**src/sv/chc_pkg.sv**
```systemverilog
// Shared types, command codes and the arctangent table for the compass heading calibrator.
`timescale 1ns / 1ps
`default_nettype none

package chc_pkg;

   localparam int          PROD_W      = 34;
   localparam logic [15:0] QUIET_RESET = 16'd5000;

   localparam logic [1:0] CMD_TICK   = 2'd0;
   localparam logic [1:0] CMD_SAMPLE = 2'd1;
   localparam logic [1:0] CMD_START  = 2'd2;
   localparam logic [1:0] CMD_REZERO = 2'd3;

   typedef enum logic [2:0] {
      ST_IDLE,
      ST_DECODE,
      ST_MUL_X,
      ST_MUL_Y,
      ST_LAUNCH,
      ST_ANGLE,
      ST_WRAP,
      ST_DONE
   } state_type;

   typedef enum logic [1:0] {
      CS_IDLE,
      CS_ITER,
      CS_ROUND
   } cordic_state_type;

   typedef struct packed {
      logic              done;
      logic signed [8:0] angle;
   } cordic_res_type;

   // atan(2^-i) in degrees, scaled by 2^24
   function automatic logic [29:0] atan_tab(input logic [4:0] idx);
      logic [29:0] v;
      case (idx)
         5'd0:  v = 30'd754974720;
         5'd1:  v = 30'd445687602;
         5'd2:  v = 30'd235489088;
         5'd3:  v = 30'd119537938;
         5'd4:  v = 30'd60000934;
         5'd5:  v = 30'd30029717;
         5'd6:  v = 30'd15018523;
         5'd7:  v = 30'd7509720;
         5'd8:  v = 30'd3754917;
         5'd9:  v = 30'd1877466;
         5'd10: v = 30'd938734;
         5'd11: v = 30'd469367;
         5'd12: v = 30'd234684;
         5'd13: v = 30'd117342;
         5'd14: v = 30'd58671;
         5'd15: v = 30'd29335;
         5'd16: v = 30'd14668;
         5'd17: v = 30'd7334;
         5'd18: v = 30'd3667;
         5'd19: v = 30'd1833;
         5'd20: v = 30'd917;
         5'd21: v = 30'd458;
         5'd22: v = 30'd229;
         5'd23: v = 30'd115;
         5'd24: v = 30'd57;
         5'd25: v = 30'd29;
         5'd26: v = 30'd14;
         5'd27: v = 30'd7;
         5'd28: v = 30'd4;
         5'd29: v = 30'd2;
         5'd30: v = 30'd1;
         default: v = 30'd0;
      endcase
      return v;
   endfunction

   // (a+b)/2 truncated toward zero
   function automatic logic signed [15:0] half_sum(input logic signed [15:0] a,
                                                   input logic signed [15:0] b);
      logic signed [16:0] s;
      s = {a[15], a} + {b[15], b};
      s = s + {16'd0, s[16]};
      return s[16:1];
   endfunction

   // a-b, a zero span reads as one
   function automatic logic [16:0] span_of(input logic signed [15:0] a,
                                          input logic signed [15:0] b);
      logic [16:0] d;
      d = {a[15], a} - {b[15], b};
      return (d == 17'd0) ? 17'd1 : d;
   endfunction

endpackage

`default_nettype wire

```
**src/sv/chc_req_if.sv**
```systemverilog
// Request channel interface: command and magnetometer sample.
`timescale 1ns / 1ps
`default_nettype none

interface chc_req_if;
   logic               valid;
   logic               ready;
   logic [1:0]         cmd;
   logic signed [15:0] sample_x;
   logic signed [15:0] sample_y;
   logic signed [15:0] sample_z;
   logic               data_ready;
   logic               overflow;

   modport source (output valid, cmd, sample_x, sample_y, sample_z, data_ready, overflow,
                   input ready);
   modport sink   (input valid, cmd, sample_x, sample_y, sample_z, data_ready, overflow,
                   output ready);
endinterface

`default_nettype wire

```
**src/sv/chc_rsp_if.sv**
```systemverilog
// Response channel interface: heading and status flags.
`timescale 1ns / 1ps
`default_nettype none

interface chc_rsp_if;
   logic       valid;
   logic       ready;
   logic [8:0] heading_deg;
   logic       new_heading;
   logic       calibrating;
   logic       cal_finished;
   logic       rezero_ok;

   modport source (output valid, heading_deg, new_heading, calibrating, cal_finished,
                   rezero_ok, input ready);
   modport sink   (input valid, heading_deg, new_heading, calibrating, cal_finished,
                   rezero_ok, output ready);
endinterface

`default_nettype wire

```
**src/sv/compass_heading_calibrator.sv**
```systemverilog
// Top level: magnetometer hard-iron calibration and compass heading sequencer.
//
// One item is taken at a time. A tick, a start, a sample during calibration, an
// invalid sample or an invalid re-zero goes from decode to the done state and the
// output register, and the input is ready again in the cycle its result appears. A
// valid heading or re-zero sample scales the centred x and y by the opposite spans
// on one shared 17x18 multiplier, x then y, then runs up to CORDIC_STEPS
// micro-rotations on the iterative vectoring unit; an exact axis skips them. A
// heading then has the re-zero angle subtracted and 360 added while it is negative;
// a re-zero stores its angle, made non-negative, instead. The result sits in an
// output register, and the next item is taken while it waits to be collected; a
// second result waits in the sequencer until the first has gone.
`timescale 1ns / 1ps
`default_nettype none

module compass_heading_calibrator
   import chc_pkg::*;
#(
   parameter int CORDIC_STEPS    = 20,
   parameter int ANGLE_FRAC_BITS = 16
) (
   input  wire logic        clock,
   input  wire logic        reset,
   input  wire logic        csr_wr_en,
   input  wire logic [15:0] csr_wr_data,
   chc_req_if.sink          req_ch,
   chc_rsp_if.source        rsp_ch
);

   state_type                state_ff, state_in;
   logic [15:0]              quiet_ticks_ff, quiet_ticks_in;
   logic [1:0]               cmd_ff, cmd_in;
   logic signed [15:0]       samp_ff [3];
   logic signed [15:0]       samp_in [3];
   logic                     valid_ff, valid_in;
   logic signed [15:0]       min_ff [3];
   logic signed [15:0]       min_in [3];
   logic signed [15:0]       max_ff [3];
   logic signed [15:0]       max_in [3];
   logic signed [15:0]       offset_x_ff, offset_x_in, offset_y_ff, offset_y_in;
   logic [16:0]              span_x_ff, span_x_in, span_y_ff, span_y_in;
   logic [15:0]              quiet_count_ff, quiet_count_in, count_inc;
   logic                     cal_active_ff, cal_active_in;
   logic [8:0]               rezero_ff, rezero_in;
   logic [8:0]               last_heading_ff, last_heading_in;
   logic signed [PROD_W-1:0] cx_ff, cx_in, cy_ff, cy_in;
   logic signed [10:0]       h_ff, h_in;
   logic                     fresh_ff, fresh_in, finished_ff, finished_in;
   logic                     rz_ok_ff, rz_ok_in;
   logic                     rsp_valid_ff, rsp_valid_in;
   logic [8:0]               rsp_heading_ff, rsp_heading_in;
   logic                     rsp_fresh_ff, rsp_fresh_in, rsp_cal_ff, rsp_cal_in;
   logic                     rsp_fin_ff, rsp_fin_in, rsp_rz_ff, rsp_rz_in;

   logic                     mul_sel;
   logic signed [16:0]       mul_a;
   logic signed [17:0]       mul_b;
   logic signed [34:0]       product;
   logic                     cordic_start;
   cordic_res_type           cordic_res;
   logic                     changed;

   chc_cordic #(
      .CORDIC_STEPS    (CORDIC_STEPS),
      .ANGLE_FRAC_BITS (ANGLE_FRAC_BITS)
   ) u_cordic (
      .clock (clock),
      .reset (reset),
      .start (cordic_start),
      .x_in  (cx_ff),
      .y_in  (cy_ff),
      .res   (cordic_res)
   );

   // shared multiplier: centred sample times the opposite axis span
   assign mul_a   = mul_sel ? ({samp_ff[1][15], samp_ff[1]} - {offset_y_ff[15], offset_y_ff})
                            : ({samp_ff[0][15], samp_ff[0]} - {offset_x_ff[15], offset_x_ff});
   assign mul_b   = $signed({1'b0, (mul_sel ? span_x_ff : span_y_ff)});
   assign product = mul_a * mul_b;

   assign count_inc = (quiet_count_ff != 16'hFFFF) ? quiet_count_ff + 16'd1 : quiet_count_ff;

   always_ff @(posedge clock) begin
      if (reset) begin
         state_ff        <= ST_IDLE;
         quiet_ticks_ff  <= QUIET_RESET;
         min_ff          <= '{default: '0};
         max_ff          <= '{default: '0};
         offset_x_ff     <= '0;
         offset_y_ff     <= '0;
         span_x_ff       <= 17'd1;
         span_y_ff       <= 17'd1;
         quiet_count_ff  <= '0;
         cal_active_ff   <= 1'b0;
         rezero_ff       <= '0;
         last_heading_ff <= '0;
         rsp_valid_ff    <= 1'b0;
      end else begin
         state_ff        <= state_in;
         quiet_ticks_ff  <= quiet_ticks_in;
         min_ff          <= min_in;
         max_ff          <= max_in;
         offset_x_ff     <= offset_x_in;
         offset_y_ff     <= offset_y_in;
         span_x_ff       <= span_x_in;
         span_y_ff       <= span_y_in;
         quiet_count_ff  <= quiet_count_in;
         cal_active_ff   <= cal_active_in;
         rezero_ff       <= rezero_in;
         last_heading_ff <= last_heading_in;
         rsp_valid_ff    <= rsp_valid_in;
      end
      cmd_ff         <= cmd_in;
      samp_ff        <= samp_in;
      valid_ff       <= valid_in;
      cx_ff          <= cx_in;
      cy_ff          <= cy_in;
      h_ff           <= h_in;
      fresh_ff       <= fresh_in;
      finished_ff    <= finished_in;
      rz_ok_ff       <= rz_ok_in;
      rsp_heading_ff <= rsp_heading_in;
      rsp_fresh_ff   <= rsp_fresh_in;
      rsp_cal_ff     <= rsp_cal_in;
      rsp_fin_ff     <= rsp_fin_in;
      rsp_rz_ff      <= rsp_rz_in;
   end

   always_comb begin
      state_in        = state_ff;
      quiet_ticks_in  = csr_wr_en ? csr_wr_data : quiet_ticks_ff;
      cmd_in          = cmd_ff;
      samp_in         = samp_ff;
      valid_in        = valid_ff;
      min_in          = min_ff;
      max_in          = max_ff;
      offset_x_in     = offset_x_ff;
      offset_y_in     = offset_y_ff;
      span_x_in       = span_x_ff;
      span_y_in       = span_y_ff;
      quiet_count_in  = quiet_count_ff;
      cal_active_in   = cal_active_ff;
      rezero_in       = rezero_ff;
      last_heading_in = last_heading_ff;
      cx_in           = cx_ff;
      cy_in           = cy_ff;
      h_in            = h_ff;
      fresh_in        = fresh_ff;
      finished_in     = finished_ff;
      rz_ok_in        = rz_ok_ff;
      rsp_valid_in    = rsp_valid_ff & ~rsp_ch.ready;
      rsp_heading_in  = rsp_heading_ff;
      rsp_fresh_in    = rsp_fresh_ff;
      rsp_cal_in      = rsp_cal_ff;
      rsp_fin_in      = rsp_fin_ff;
      rsp_rz_in       = rsp_rz_ff;
      mul_sel         = 1'b0;
      cordic_start    = 1'b0;
      changed         = 1'b0;
      case (state_ff)
         ST_IDLE: begin
            if (req_ch.valid) begin
               cmd_in      = req_ch.cmd;
               samp_in[0]  = req_ch.sample_x;
               samp_in[1]  = req_ch.sample_y;
               samp_in[2]  = req_ch.sample_z;
               valid_in    = req_ch.data_ready & ~req_ch.overflow;
               fresh_in    = 1'b0;
               finished_in = 1'b0;
               rz_ok_in    = 1'b0;
               state_in    = ST_DECODE;
            end
         end
         ST_DECODE: begin
            state_in = ST_DONE;
            case (cmd_ff)
               CMD_TICK: begin
                  if (cal_active_ff) begin
                     quiet_count_in = count_inc;
                     if (count_inc >= quiet_ticks_ff) begin
                        offset_x_in   = half_sum(max_ff[0], min_ff[0]);
                        offset_y_in   = half_sum(max_ff[1], min_ff[1]);
                        span_x_in     = span_of(max_ff[0], min_ff[0]);
                        span_y_in     = span_of(max_ff[1], min_ff[1]);
                        cal_active_in = 1'b0;
                        finished_in   = 1'b1;
                     end
                  end
               end
               CMD_START: begin
                  min_in         = samp_ff;
                  max_in         = samp_ff;
                  quiet_count_in = '0;
                  cal_active_in  = 1'b1;
               end
               CMD_SAMPLE: begin
                  if (valid_ff && cal_active_ff) begin
                     for (int k = 0; k < 3; k++) begin
                        if (samp_ff[k] > max_ff[k]) begin
                           max_in[k] = samp_ff[k];
                           changed   = 1'b1;
                        end
                        if (samp_ff[k] < min_ff[k]) begin
                           min_in[k] = samp_ff[k];
                           changed   = 1'b1;
                        end
                     end
                     if (changed) begin
                        quiet_count_in = '0;
                     end
                  end else if (valid_ff) begin
                     state_in = ST_MUL_X;
                  end
               end
               default: begin
                  if (valid_ff) begin
                     state_in = ST_MUL_X;
                  end else begin
                     rezero_in = '0;
                  end
               end
            endcase
         end
         ST_MUL_X: begin
            cx_in    = product[PROD_W-1:0];
            state_in = ST_MUL_Y;
         end
         ST_MUL_Y: begin
            mul_sel  = 1'b1;
            cy_in    = product[PROD_W-1:0];
            state_in = ST_LAUNCH;
         end
         ST_LAUNCH: begin
            cordic_start = 1'b1;
            state_in     = ST_ANGLE;
         end
         ST_ANGLE: begin
            if (cordic_res.done) begin
               if (cmd_ff == CMD_REZERO) begin
                  rezero_in = cordic_res.angle[8]
                            ? 9'({cordic_res.angle[8], cordic_res.angle} + 10'd360)
                            : cordic_res.angle[8:0];
                  rz_ok_in  = 1'b1;
                  state_in  = ST_DONE;
               end else begin
                  h_in     = {{2{cordic_res.angle[8]}}, cordic_res.angle} - {2'b00, rezero_ff};
                  state_in = ST_WRAP;
               end
            end
         end
         ST_WRAP: begin
            if (h_ff[10]) begin
               h_in = h_ff + 11'sd360;
            end else begin
               last_heading_in = h_ff[8:0];
               fresh_in        = 1'b1;
               state_in        = ST_DONE;
            end
         end
         ST_DONE: begin
            if (!rsp_valid_ff || rsp_ch.ready) begin
               rsp_valid_in   = 1'b1;
               rsp_heading_in = last_heading_ff;
               rsp_fresh_in   = fresh_ff;
               rsp_cal_in     = cal_active_ff;
               rsp_fin_in     = finished_ff;
               rsp_rz_in      = rz_ok_ff;
               state_in       = ST_IDLE;
            end
         end
         default: state_in = ST_IDLE;
      endcase
   end

   assign req_ch.ready        = (state_ff == ST_IDLE);
   assign rsp_ch.valid        = rsp_valid_ff;
   assign rsp_ch.heading_deg  = rsp_heading_ff;
   assign rsp_ch.new_heading  = rsp_fresh_ff;
   assign rsp_ch.calibrating  = rsp_cal_ff;
   assign rsp_ch.cal_finished = rsp_fin_ff;
   assign rsp_ch.rezero_ok    = rsp_rz_ff;

endmodule

`default_nettype wire

```
**src/sv/chc_cordic.sv**
```systemverilog
// Iterative vectoring CORDIC: atan2 in whole degrees, one micro-rotation per cycle.
`timescale 1ns / 1ps
`default_nettype none

module chc_cordic
   import chc_pkg::*;
#(
   parameter int CORDIC_STEPS    = 20,
   parameter int ANGLE_FRAC_BITS = 16
) (
   input  wire logic                     clock,
   input  wire logic                     reset,
   input  wire logic                     start,
   input  wire logic signed [PROD_W-1:0] x_in,
   input  wire logic signed [PROD_W-1:0] y_in,
   output      cordic_res_type           res
);

   localparam int STEPS     = (CORDIC_STEPS > 32) ? 32 : CORDIC_STEPS;
   localparam int CNT_W     = (STEPS > 1) ? $clog2(STEPS) : 1;
   localparam int XY_W      = PROD_W + 2;
   localparam int Z_W       = ANGLE_FRAC_BITS + 10;
   localparam int TAB_SHIFT = 24 - ANGLE_FRAC_BITS;
   localparam logic signed [Z_W-1:0] Z_90 = Z_W'(90) << ANGLE_FRAC_BITS;

   cordic_state_type        cst_ff, cst_in;
   logic signed [XY_W-1:0]  x_ff, x_in_r, y_ff, y_in_r;
   logic signed [Z_W-1:0]   z_ff, z_in;
   logic [CNT_W-1:0]        i_ff, i_in;
   logic                    done_ff, done_in;
   logic signed [8:0]       angle_ff, angle_in;

   logic signed [XY_W-1:0]  dx, dy, xs, ys;
   logic signed [Z_W-1:0]   step_angle, z_mag;
   logic [9:0]              deg;

   always_ff @(posedge clock) begin
      if (reset) begin
         cst_ff  <= CS_IDLE;
         done_ff <= 1'b0;
      end else begin
         cst_ff  <= cst_in;
         done_ff <= done_in;
      end
      x_ff     <= x_in_r;
      y_ff     <= y_in_r;
      z_ff     <= z_in;
      i_ff     <= i_in;
      angle_ff <= angle_in;
   end

   always_comb begin
      cst_in     = cst_ff;
      x_in_r     = x_ff;
      y_in_r     = y_ff;
      z_in       = z_ff;
      i_in       = i_ff;
      done_in    = 1'b0;
      angle_in   = angle_ff;
      xs         = XY_W'(x_in);
      ys         = XY_W'(y_in);
      dx         = y_ff >>> i_ff;
      dy         = x_ff >>> i_ff;
      step_angle = Z_W'(atan_tab(5'(i_ff)) >> TAB_SHIFT);
      z_mag      = z_ff[Z_W-1] ? -z_ff : z_ff;
      deg        = z_mag[Z_W-1:ANGLE_FRAC_BITS];
      case (cst_ff)
         CS_IDLE: begin
            if (start) begin
               i_in = '0;
               if (y_in == '0) begin
                  angle_in = x_in[PROD_W-1] ? 9'sd180 : 9'sd0;
                  done_in  = 1'b1;
               end else if (x_in == '0) begin
                  angle_in = y_in[PROD_W-1] ? -9'sd90 : 9'sd90;
                  done_in  = 1'b1;
               end else begin
                  cst_in = CS_ITER;
                  if (!x_in[PROD_W-1]) begin
                     x_in_r = xs;
                     y_in_r = ys;
                     z_in   = '0;
                  end else if (!y_in[PROD_W-1]) begin
                     x_in_r = ys;
                     y_in_r = -xs;
                     z_in   = Z_90;
                  end else begin
                     x_in_r = -ys;
                     y_in_r = xs;
                     z_in   = -Z_90;
                  end
               end
            end
         end
         CS_ITER: begin
            if (!y_ff[XY_W-1]) begin
               x_in_r = x_ff + dx;
               y_in_r = y_ff - dy;
               z_in   = z_ff + step_angle;
            end else begin
               x_in_r = x_ff - dx;
               y_in_r = y_ff + dy;
               z_in   = z_ff - step_angle;
            end
            if (i_ff == CNT_W'(STEPS - 1)) begin
               cst_in = CS_ROUND;
            end else begin
               i_in = i_ff + 1'b1;
            end
         end
         CS_ROUND: begin
            angle_in = z_ff[Z_W-1] ? 9'(10'd0 - deg) : deg[8:0];
            done_in  = 1'b1;
            cst_in   = CS_IDLE;
         end
         default: cst_in = CS_IDLE;
      endcase
   end

   assign res.done  = done_ff;
   assign res.angle = angle_ff;

endmodule

`default_nettype wire

```
**src/flat_wrapper.sv**
```systemverilog
// flat-port wrapper written by rule: the top's interface ports become plain ports
module compass_heading_calibrator_flat import chc_pkg::*;
#(
   parameter int CORDIC_STEPS    = 20,
   parameter int ANGLE_FRAC_BITS = 16
)
  (clock, reset, csr_wr_en, csr_wr_data, req_ch_valid, req_ch_cmd, req_ch_sample_x, req_ch_sample_y, req_ch_sample_z, req_ch_data_ready, req_ch_overflow, req_ch_ready, rsp_ch_valid, rsp_ch_heading_deg, rsp_ch_new_heading, rsp_ch_calibrating, rsp_ch_cal_finished, rsp_ch_rezero_ok, rsp_ch_ready);
  chc_req_if req_ch_i ();
  chc_rsp_if rsp_ch_i ();
  input  wire logic clock;
  input  wire logic reset;
  input  wire logic csr_wr_en;
  input  wire logic [15:0] csr_wr_data;
  input wire logic [$bits(req_ch_i.valid)-1:0] req_ch_valid;
  input wire logic [$bits(req_ch_i.cmd)-1:0] req_ch_cmd;
  input wire logic [$bits(req_ch_i.sample_x)-1:0] req_ch_sample_x;
  input wire logic [$bits(req_ch_i.sample_y)-1:0] req_ch_sample_y;
  input wire logic [$bits(req_ch_i.sample_z)-1:0] req_ch_sample_z;
  input wire logic [$bits(req_ch_i.data_ready)-1:0] req_ch_data_ready;
  input wire logic [$bits(req_ch_i.overflow)-1:0] req_ch_overflow;
  output wire logic [$bits(req_ch_i.ready)-1:0] req_ch_ready;
  output wire logic [$bits(rsp_ch_i.valid)-1:0] rsp_ch_valid;
  output wire logic [$bits(rsp_ch_i.heading_deg)-1:0] rsp_ch_heading_deg;
  output wire logic [$bits(rsp_ch_i.new_heading)-1:0] rsp_ch_new_heading;
  output wire logic [$bits(rsp_ch_i.calibrating)-1:0] rsp_ch_calibrating;
  output wire logic [$bits(rsp_ch_i.cal_finished)-1:0] rsp_ch_cal_finished;
  output wire logic [$bits(rsp_ch_i.rezero_ok)-1:0] rsp_ch_rezero_ok;
  input wire logic [$bits(rsp_ch_i.ready)-1:0] rsp_ch_ready;
  assign req_ch_i.valid = req_ch_valid;
  assign req_ch_i.cmd = req_ch_cmd;
  assign req_ch_i.sample_x = req_ch_sample_x;
  assign req_ch_i.sample_y = req_ch_sample_y;
  assign req_ch_i.sample_z = req_ch_sample_z;
  assign req_ch_i.data_ready = req_ch_data_ready;
  assign req_ch_i.overflow = req_ch_overflow;
  assign req_ch_ready = req_ch_i.ready;
  assign rsp_ch_valid = rsp_ch_i.valid;
  assign rsp_ch_heading_deg = rsp_ch_i.heading_deg;
  assign rsp_ch_new_heading = rsp_ch_i.new_heading;
  assign rsp_ch_calibrating = rsp_ch_i.calibrating;
  assign rsp_ch_cal_finished = rsp_ch_i.cal_finished;
  assign rsp_ch_rezero_ok = rsp_ch_i.rezero_ok;
  assign rsp_ch_i.ready = rsp_ch_ready;
  compass_heading_calibrator #(.CORDIC_STEPS(CORDIC_STEPS), .ANGLE_FRAC_BITS(ANGLE_FRAC_BITS)) u_core (.clock(clock), .reset(reset), .csr_wr_en(csr_wr_en), .csr_wr_data(csr_wr_data), .req_ch(req_ch_i), .rsp_ch(rsp_ch_i));
endmodule
```
**config.mk**
```make
export PLATFORM = sky130hd
export DESIGN_NAME = compass_heading_calibrator_flat
export DESIGN_NICKNAME = d
export VERILOG_FILES = /design/src/sv/chc_pkg.sv /design/src/sv/chc_req_if.sv /design/src/sv/chc_rsp_if.sv /design/src/sv/compass_heading_calibrator.sv /design/src/sv/chc_cordic.sv /design/src/flat_wrapper.sv
export SDC_FILE = /design/constraint.sdc
export NUM_CORES = 2
export LEC_CHECK = 0
export BUFFER_PORTS_ARGS = -buffer_cell sky130_fd_sc_hd__buf_4
export CAP_MARGIN = 10
export CELL_PAD_IN_SITES_DETAIL_PLACEMENT = 1
export CELL_PAD_IN_SITES_GLOBAL_PLACEMENT = 2
export CORE_UTILIZATION = 40
export DETAILED_ROUTE_END_ITERATION = 8
export PLACE_DENSITY_LB_ADDON = 0.1
export REMOVE_ABC_BUFFERS = 1
export SLEW_MARGIN = 20
export SYNTH_ARGS = -nofsm -noshare
export SYNTH_HDL_FRONTEND = slang
export SYNTH_SLANG_ARGS = --single-unit
export TNS_END_PERCENT = 30
```
**constraint.sdc**
```tcl
create_clock -name clock -period 10.1 [get_ports clock]
set_input_delay 1.515 -clock clock [delete_from_list [all_inputs] [get_ports clock]]
set_output_delay 1.515 -clock clock [all_outputs]
set_load 0.05 [all_outputs]
```
* Word-level counts from Yosys, hierarchy flattened
Memories as Yosys holds them, arrays and structs flattened. A register that Yosys moved wholly into a read port is not among the register bits.
Cells that the tools add are included.
** Storage, ports and cells
- Bits in read-only memories :: 960
- Word-level logic and storage cells :: 272
- Input port bits :: 73
- Flip-flop bits (word level) :: 478
- Memories kept :: 1
- RAM bits :: 0
- Latch bits :: 0
- Output and inout bits :: 15
** Memories
- (no name shown) :: depth 32, width 30, rd ports 1, clocked after Yosys merged registers in 1, wr ports 0, RTL line chc_pkg.sv:40 : case (idx)
** Operators by class
- Div/mod/pow operators :: 0
- Shifts and indexed selects :: 2
- Reductions and logical operators :: 45
- $lt $le $gt $ge :: 7
- $add $sub $neg :: 23
- Equality and inequality tests :: 41
- Muxes and demuxes :: 106
- Multiply operators :: 1
- Bitwise gates (word level) :: 5
** Operators by type and width (number)
- 36-bit two-way mux :: 12
- 48-bit one-hot mux with 2 select lines :: 2
- 16-bit two-way mux :: 10
- 26-bit two-way mux :: 6
- 36-bit one-hot mux with 2 select lines :: 2
- 48-bit two-way mux :: 2
- 9-bit two-way mux :: 10
- 36-bit adder :: 2
- 34-bit negation with 36-bit output :: 2
- 36-bit by 5-bit >>> shifter with 36-bit output :: 2
- 36-bit subtractor :: 2
- 34-bit zero test :: 2
- 17-bit two-way mux :: 4
- 16-bit by 16-bit subtractor with 17-bit output :: 4
- 26-bit one-hot mux with 2 select lines :: 1
- 16-bit > comparator :: 3
- 16-bit < comparator :: 3
- 16-bit one-hot mux with 3 select lines :: 1
- 4-bit AND reduction :: 12
- 9-bit one-hot mux with 2 select lines :: 2
- 16-bit by 16-bit adder with 17-bit output :: 2
- 17-bit by 1-bit adder with 17-bit output :: 2
- 17-bit zero test :: 2
- 17-bit by 18-bit multiplier with 34-bit output :: 1
- other kinds (47) :: 139

* Logic depth before layout (Yosys ltp)
- Depth in word-level cells :: 13
- Gate-level depth with buffers :: 36
- Depth with buffers taken out :: 36

* Cells and area by module
Synthesis repeated with hierarchy kept, for this count alone.
** Unflattened totals
- Cells, all modules :: 6060
- Area, all modules :: 52265.1 um^2
** Modules (own cells, without submodules)
- compass_heading_calibrator :: cells an instance 3626, area an instance 31940.6 um^2, seq. area each 8728.4 um^2, instances 1
- chc_cordic :: cells an instance 2434, area an instance 20324.5 um^2, seq. area each 3863.7 um^2, instances 1

* Least setup slack after synthesis
No wires, ideal clock.
- Path type :: flip-flop to flip-flop
- Start :: register u_core.state_ff[0]
- End :: register u_core.cx_ff[33] (data pin)
- Path slack :: 1.666 ns
- Path buffers :: 5
- Data required time :: 9.835 ns
- Clock period less this slack :: 8.434 ns
- Arrival time :: 8.169 ns
- Stages on the path, launching flop included :: 33
- Setup time :: 0.265 ns
- Cell sequence :: dfxtp_1 -> clkbuf_1 -> nand2_1 -> or2_2 -> clkbuf_1 -> inv_1 -> clkbuf_1 -> clkbuf_1 -> nand2_1 -> nand2_1 -> clkbuf_1 -> nand2_1 -> fa_1 -> inv_1 -> fa_1 -> inv_1 -> fa_1 -> inv_1 -> fa_1 -> fa_1 -> inv_1 -> fa_1 -> inv_1 -> ha_1 -> nand2_1 -> nor2_1 -> a221oi_1 -> o31ai_1 -> a221o_1 -> nor4_1 -> nor3_1 -> nor2_1 -> xnor2_1
** Between the ends
- Longest elaborated chain between the ends :: 4
- Elaborated cells on any way between the ends :: 5
- Classes of those cells :: 1 x mul; 1 x eq/ne; 3 x mux
** RTL lines
- start: declaration :: RTL line compass_heading_calibrator.sv:30 : state_type state_ff, state_in;
- start signal: assignment :: RTL line compass_heading_calibrator.sv:99 : state_ff <= state_in;
- 3-bit by 2-bit == test with 1-bit output (*) :: RTL line compass_heading_calibrator.sv:160 : case (state_ff)
- 1-bit two-way mux (*) :: RTL line compass_heading_calibrator.sv:160
- 17-bit two-way mux, on equally long branches :: RTL line compass_heading_calibrator.sv:76, compass_heading_calibrator.sv:78
- 17-bit by 18-bit multiplier with 34-bit output (*) :: RTL line compass_heading_calibrator.sv:79 : assign product = mul_a * mul_b;
- named net u_core.product[33] :: RTL line compass_heading_calibrator.sv:58 : logic signed [34:0] product;
- end signal: assignment :: RTL line compass_heading_calibrator.sv:116 : cx_ff <= cx_in;
- end: declaration :: RTL line compass_heading_calibrator.sv:46 : logic signed [PROD_W-1:0] cx_ff, cx_in, cy_ff, cy_in;
Mark *: on every way through the listed nets, which the timed path passes. The rest lies on a longest branch.
A chain may end at the register's enable or synchronous reset.

* Worst setup path after layout
- Start :: register u_core.samp_ff[33] (netlist bit)
- End :: register u_core.cx_ff[32] (data pin)
** Between the ends
- Longest elaborated chain between the ends :: 3
** RTL lines
- start: declaration :: RTL line compass_heading_calibrator.sv:33 : logic signed [15:0] samp_ff [3];
- start signal: assignment :: RTL line compass_heading_calibrator.sv:114 : samp_ff <= samp_in;
- 16-bit by 16-bit subtractor with 17-bit output :: RTL line compass_heading_calibrator.sv:77 : : ({samp_ff[0][15], samp_ff[0]} - {offset_x_ff[15], offset_x_ff});
- 17-bit two-way mux :: RTL line compass_heading_calibrator.sv:76 : assign mul_a = mul_sel ? ({samp_ff[1][15], samp_ff[1]} - {offset_y_ff[15], offset_y_ff})
- 17-bit by 18-bit multiplier with 34-bit output :: RTL line compass_heading_calibrator.sv:79
- named net u_core.product[32] :: RTL line compass_heading_calibrator.sv:58
The timed path passes the listed nets, and every way through them passes these cells.

==> reports/metrics.cfg <==
[placement]
hpwl_um = 128000
portBuffers = 87
gp_congestion = 0.922

[setup_path]
worstSetupPathType = flip-flop to flip-flop
end_kind = flip-flop
crit_top_cell = fa_1
critPathMaxStageDelay_ns = 0.65
cpMaxStageDelayCell = o41ai_1
critPathRequiredTime_ns = 10.52
reg2reg_to = u_core.cx_ff[32]
startpoint_type = flip-flop
worstPathArrival_ns = 9.75
cp_max_fo = 10
regToRegStartpoint = u_core.samp_ff[33]
reg2reg_setup_slack_ns = 0.77
rr_worst_depth = 31

[worst_hold_path]
min_path_type = flip-flop to flip-flop
min_to = u_core.rsp_ch.rezero_ok
holdPathStages = 0
min-delay-start = u_core.rz_ok_ff

[die]
num_rows = 129
die_w_um = 356
die_y_um = 356
core_area_mm2 = 0.124
io_pins = 88
dieArea_mm2 = 0.127
start_util_pct = 40.5

[layout]
n_fill_cell = 14500
multi_input_area_mm2 = 0.0345
seq_area_mm2 = 0.0126
drive_gt1_share_pct = 7.77
layout.nets = 6569
diodes = 0
area_delta_synth_final_pct = 8.97

[clocking]
htreeDepth = 3
cts_resized = 0
cts_num_sinks = 500
ctsRootBufferMaster = clkbuf_16
cts_tree = done
cts_setup_buffers = 0
cts_hold_buffers = 0
clk_pin_slew_ns = 0.06
cts_made_buffers = 68
worstSkewPairLatency_ns = 0.66
clk_path_buf_depth = 3

[synth]
async_flop_share_pct = 0
synth_edf_count = 258
yosysTopAreaCellShare_pct = 15.4
synth_area_leader_cell = edfxtp_1
syn_area_per_cell_um2 = 8.64
yosysSeqAreaShare_pct = 25.1
synth_xor_area_share_pct = 5.95
synthMuxAreaShare_pct = 7.75
synth_compound_area_share_pct = 17.3
synthAdderAreaFrac_pct = 20.7
synthCells = 5811
synthesis.area_mm2 = 0.0502
ys_top_cells_by_count = nand2_1 (605), nor2_1 (571), inv_1 (558), ha_1 (455), a21oi_1 (323)
yosysMostFrequentCell = nand2_1
synth_ff_type = edfxtp_1
synth_top_family_by_area = adder cells
yosys_warnings = 0
synth_area_leaders = edfxtp_1 (15%), ha_1 (11%), dfxtp_1 (9.6%)
ys_ff_latch = 500
synth.distinct_cells = 101
synthSimpleGateAreaFrac_pct = 16.9

[grt]
antenna_found_initial = 0
grt_pass1_wl_um = 254000
grt_start_max_net_pins = 88
grt_usage_pct = 25.3
grt-ovfl-total = 0
grt_pass1_vias = 44100

[timing]
fin_crit_sh_pct = 92.4
max_slew_margin_pct = 23.8
finalMaxSlewViolations = 0
fmax_mhz = 107
rsz0062_at_grt = false
setup_tns_ns = 0
worstMarginPinSlew_ns = 1.11
finClkSkew_ns = 0.0344
setup_viol = 0
period_minus_slack_ns = 9.33
hold_viol = 0

[power]
pwr-share-clk_pct = 13.3
p_leak_uw = 0.0232
power_density_mw_per_mm2 = 321
total_power_uw = 17600
combPwrFrac_pct = 67.9
seq_power_share_pct = 18.7
p_int_uw = 8720
ir_drop_mv = 0.167
switching_share_pct = 50.4
p_switching_uw = 8850

[detailed_routing]
via_per_inst = 5.66
drt-pass1-iter-count = 5
vias = 42400
drc = 0
drt_iter0_drc = 2158
ant_nets = 0
routedWlPerCell_um = 21.6
drt-total-wl_um = 162000

[run]
drv_cap = 0

[outcome]
status = finished clean

-- metal layers --
metal / routed length, um / vias to the layer above / track usage [%]
li1: - / 20500 / -
met1: 73400 / 21000 / 32.4
met2: 78900 / 641 / 44.2
met3: 3970 / 258 / 2.64
met4: 5290 / 0 / 8.17
met5: 0 / - / 0
-- worst max path at each step --
stage	from	cells after the start	to	slack [ns]
2_1_floorplan	u_core.state_ff[2]	25	u_core.cx_ff[33]	0.99
3_3_place_gp	u_core.samp_ff[32]	34	u_core.cx_ff[32]	0.73
3_5_place_dp	u_core.samp_ff[32]	34	u_core.cx_ff[32]	0.48
4_1_cts	u_core.samp_ff[32]	34	u_core.cx_ff[32]	0.45
5_1_grt	u_core.samp_ff[17]	30	u_core.cy_ff[32]	0.18
6_report	u_core.samp_ff[33]	31	u_core.cx_ff[32]	0.77
-- per-stage QoR --
stage	hold WS (ns)	utilization, %	instance area [um2]	worst slack, ns	std cells
final	0.412	44.1	54700	0.765	7492
after global routing	0.428	44.1	54700	0.177	7492
after CTS	0.416	44.1	54700	0.451	7492
after detailed placement	0.406	42.4	52600	0.477	7374
after global placement	0.402	42.4	52600	0.726	7374
after floorplan	0.400	-	49100	0.991	5561
-- placed cells by master, fill, tap and decap left out, types with 47 or more instances in the layout --
| master | count |
|---|---|
| a211oi_1 | 66 |
| a21o_1 | 104 |
| a21oi_1 | 322 |
| a31oi_1 | 57 |
| buf_4 | 174 |
| clkbuf_16 | 70 |
| dfxtp_1 | 242 |
| edfxtp_1 | 258 |
| fa_1 | 234 |
| ha_1 | 455 |
| inv_1 | 556 |
| mux2_2 | 48 |
| mux2i_1 | 198 |
| mux4_2 | 55 |
| nand2_1 | 605 |
| nand2b_1 | 74 |
| nand3_1 | 93 |
| nor2_1 | 568 |
| nor2b_1 | 65 |
| nor3_1 | 113 |
| o211ai_1 | 84 |
| o21a_1 | 54 |
| o21ai_0 | 292 |
| or3_1 | 47 |
| xnor2_1 | 191 |
| xor2_1 | 145 |
-- area by class of cell --
class | count | share of cell area [%]
clock inverters | 24 | 0.345
flip-flops and latches | 500 | 23.0
multi-input cells | 4500 | 63.0
repair buffers | 176 | 2.44
inverters | 561 | 3.85
well taps | 1637 | 3.74
clock buffers | 94 | 3.57
-- state kept, by name, indices dropped and copies added (netlist names), 17 cells and up --
register / cells
u_core.u_cordic.y_ff: 36
u_core.span_x_ff: 17
u_core.cy_ff: 34
u_core.samp_ff: 48
u_core.max_ff: 48
u_core.min_ff: 48
u_core.cx_ff: 34
u_core.u_cordic.x_ff: 36
u_core.u_cordic.z_ff: 26
u_core.span_y_ff: 17
u_core.u_cordic.step_angle: 22
-- kinds of logic after synthesis --
| group | Yosys count |
|---|---|
| compound gates | 1335 |
| xor+xnor | 338 |
| fa+ha+maj | 689 |
| buf+inv | 811 |
| flops | 500 |
| mux | 306 |
| simple gates | 1832 |
-- worst max-delay path: cells and delay by family (launching register included) --
kind	cells	cell delay, ns
AOI/OAI and AO/OA	14	3.81
xor gates and xnor gates	1	0.18
adders and majority gates	8	3.87
buffers and inverters	4	0.21
DFF	1	0.51
and+or+nand+nor	4	0.51
-- power by group through the flow --
stage	clock, uW	combinational [uW]	sequential [uW]
floorplan	0	8340	3290
global placement	0	11700	3320
detailed placement	0	11800	3330
CTS	2430	11900	3290
global route	2490	13100	3360
finish	2340	11900	3290
(Power assumes the default switching activity.)
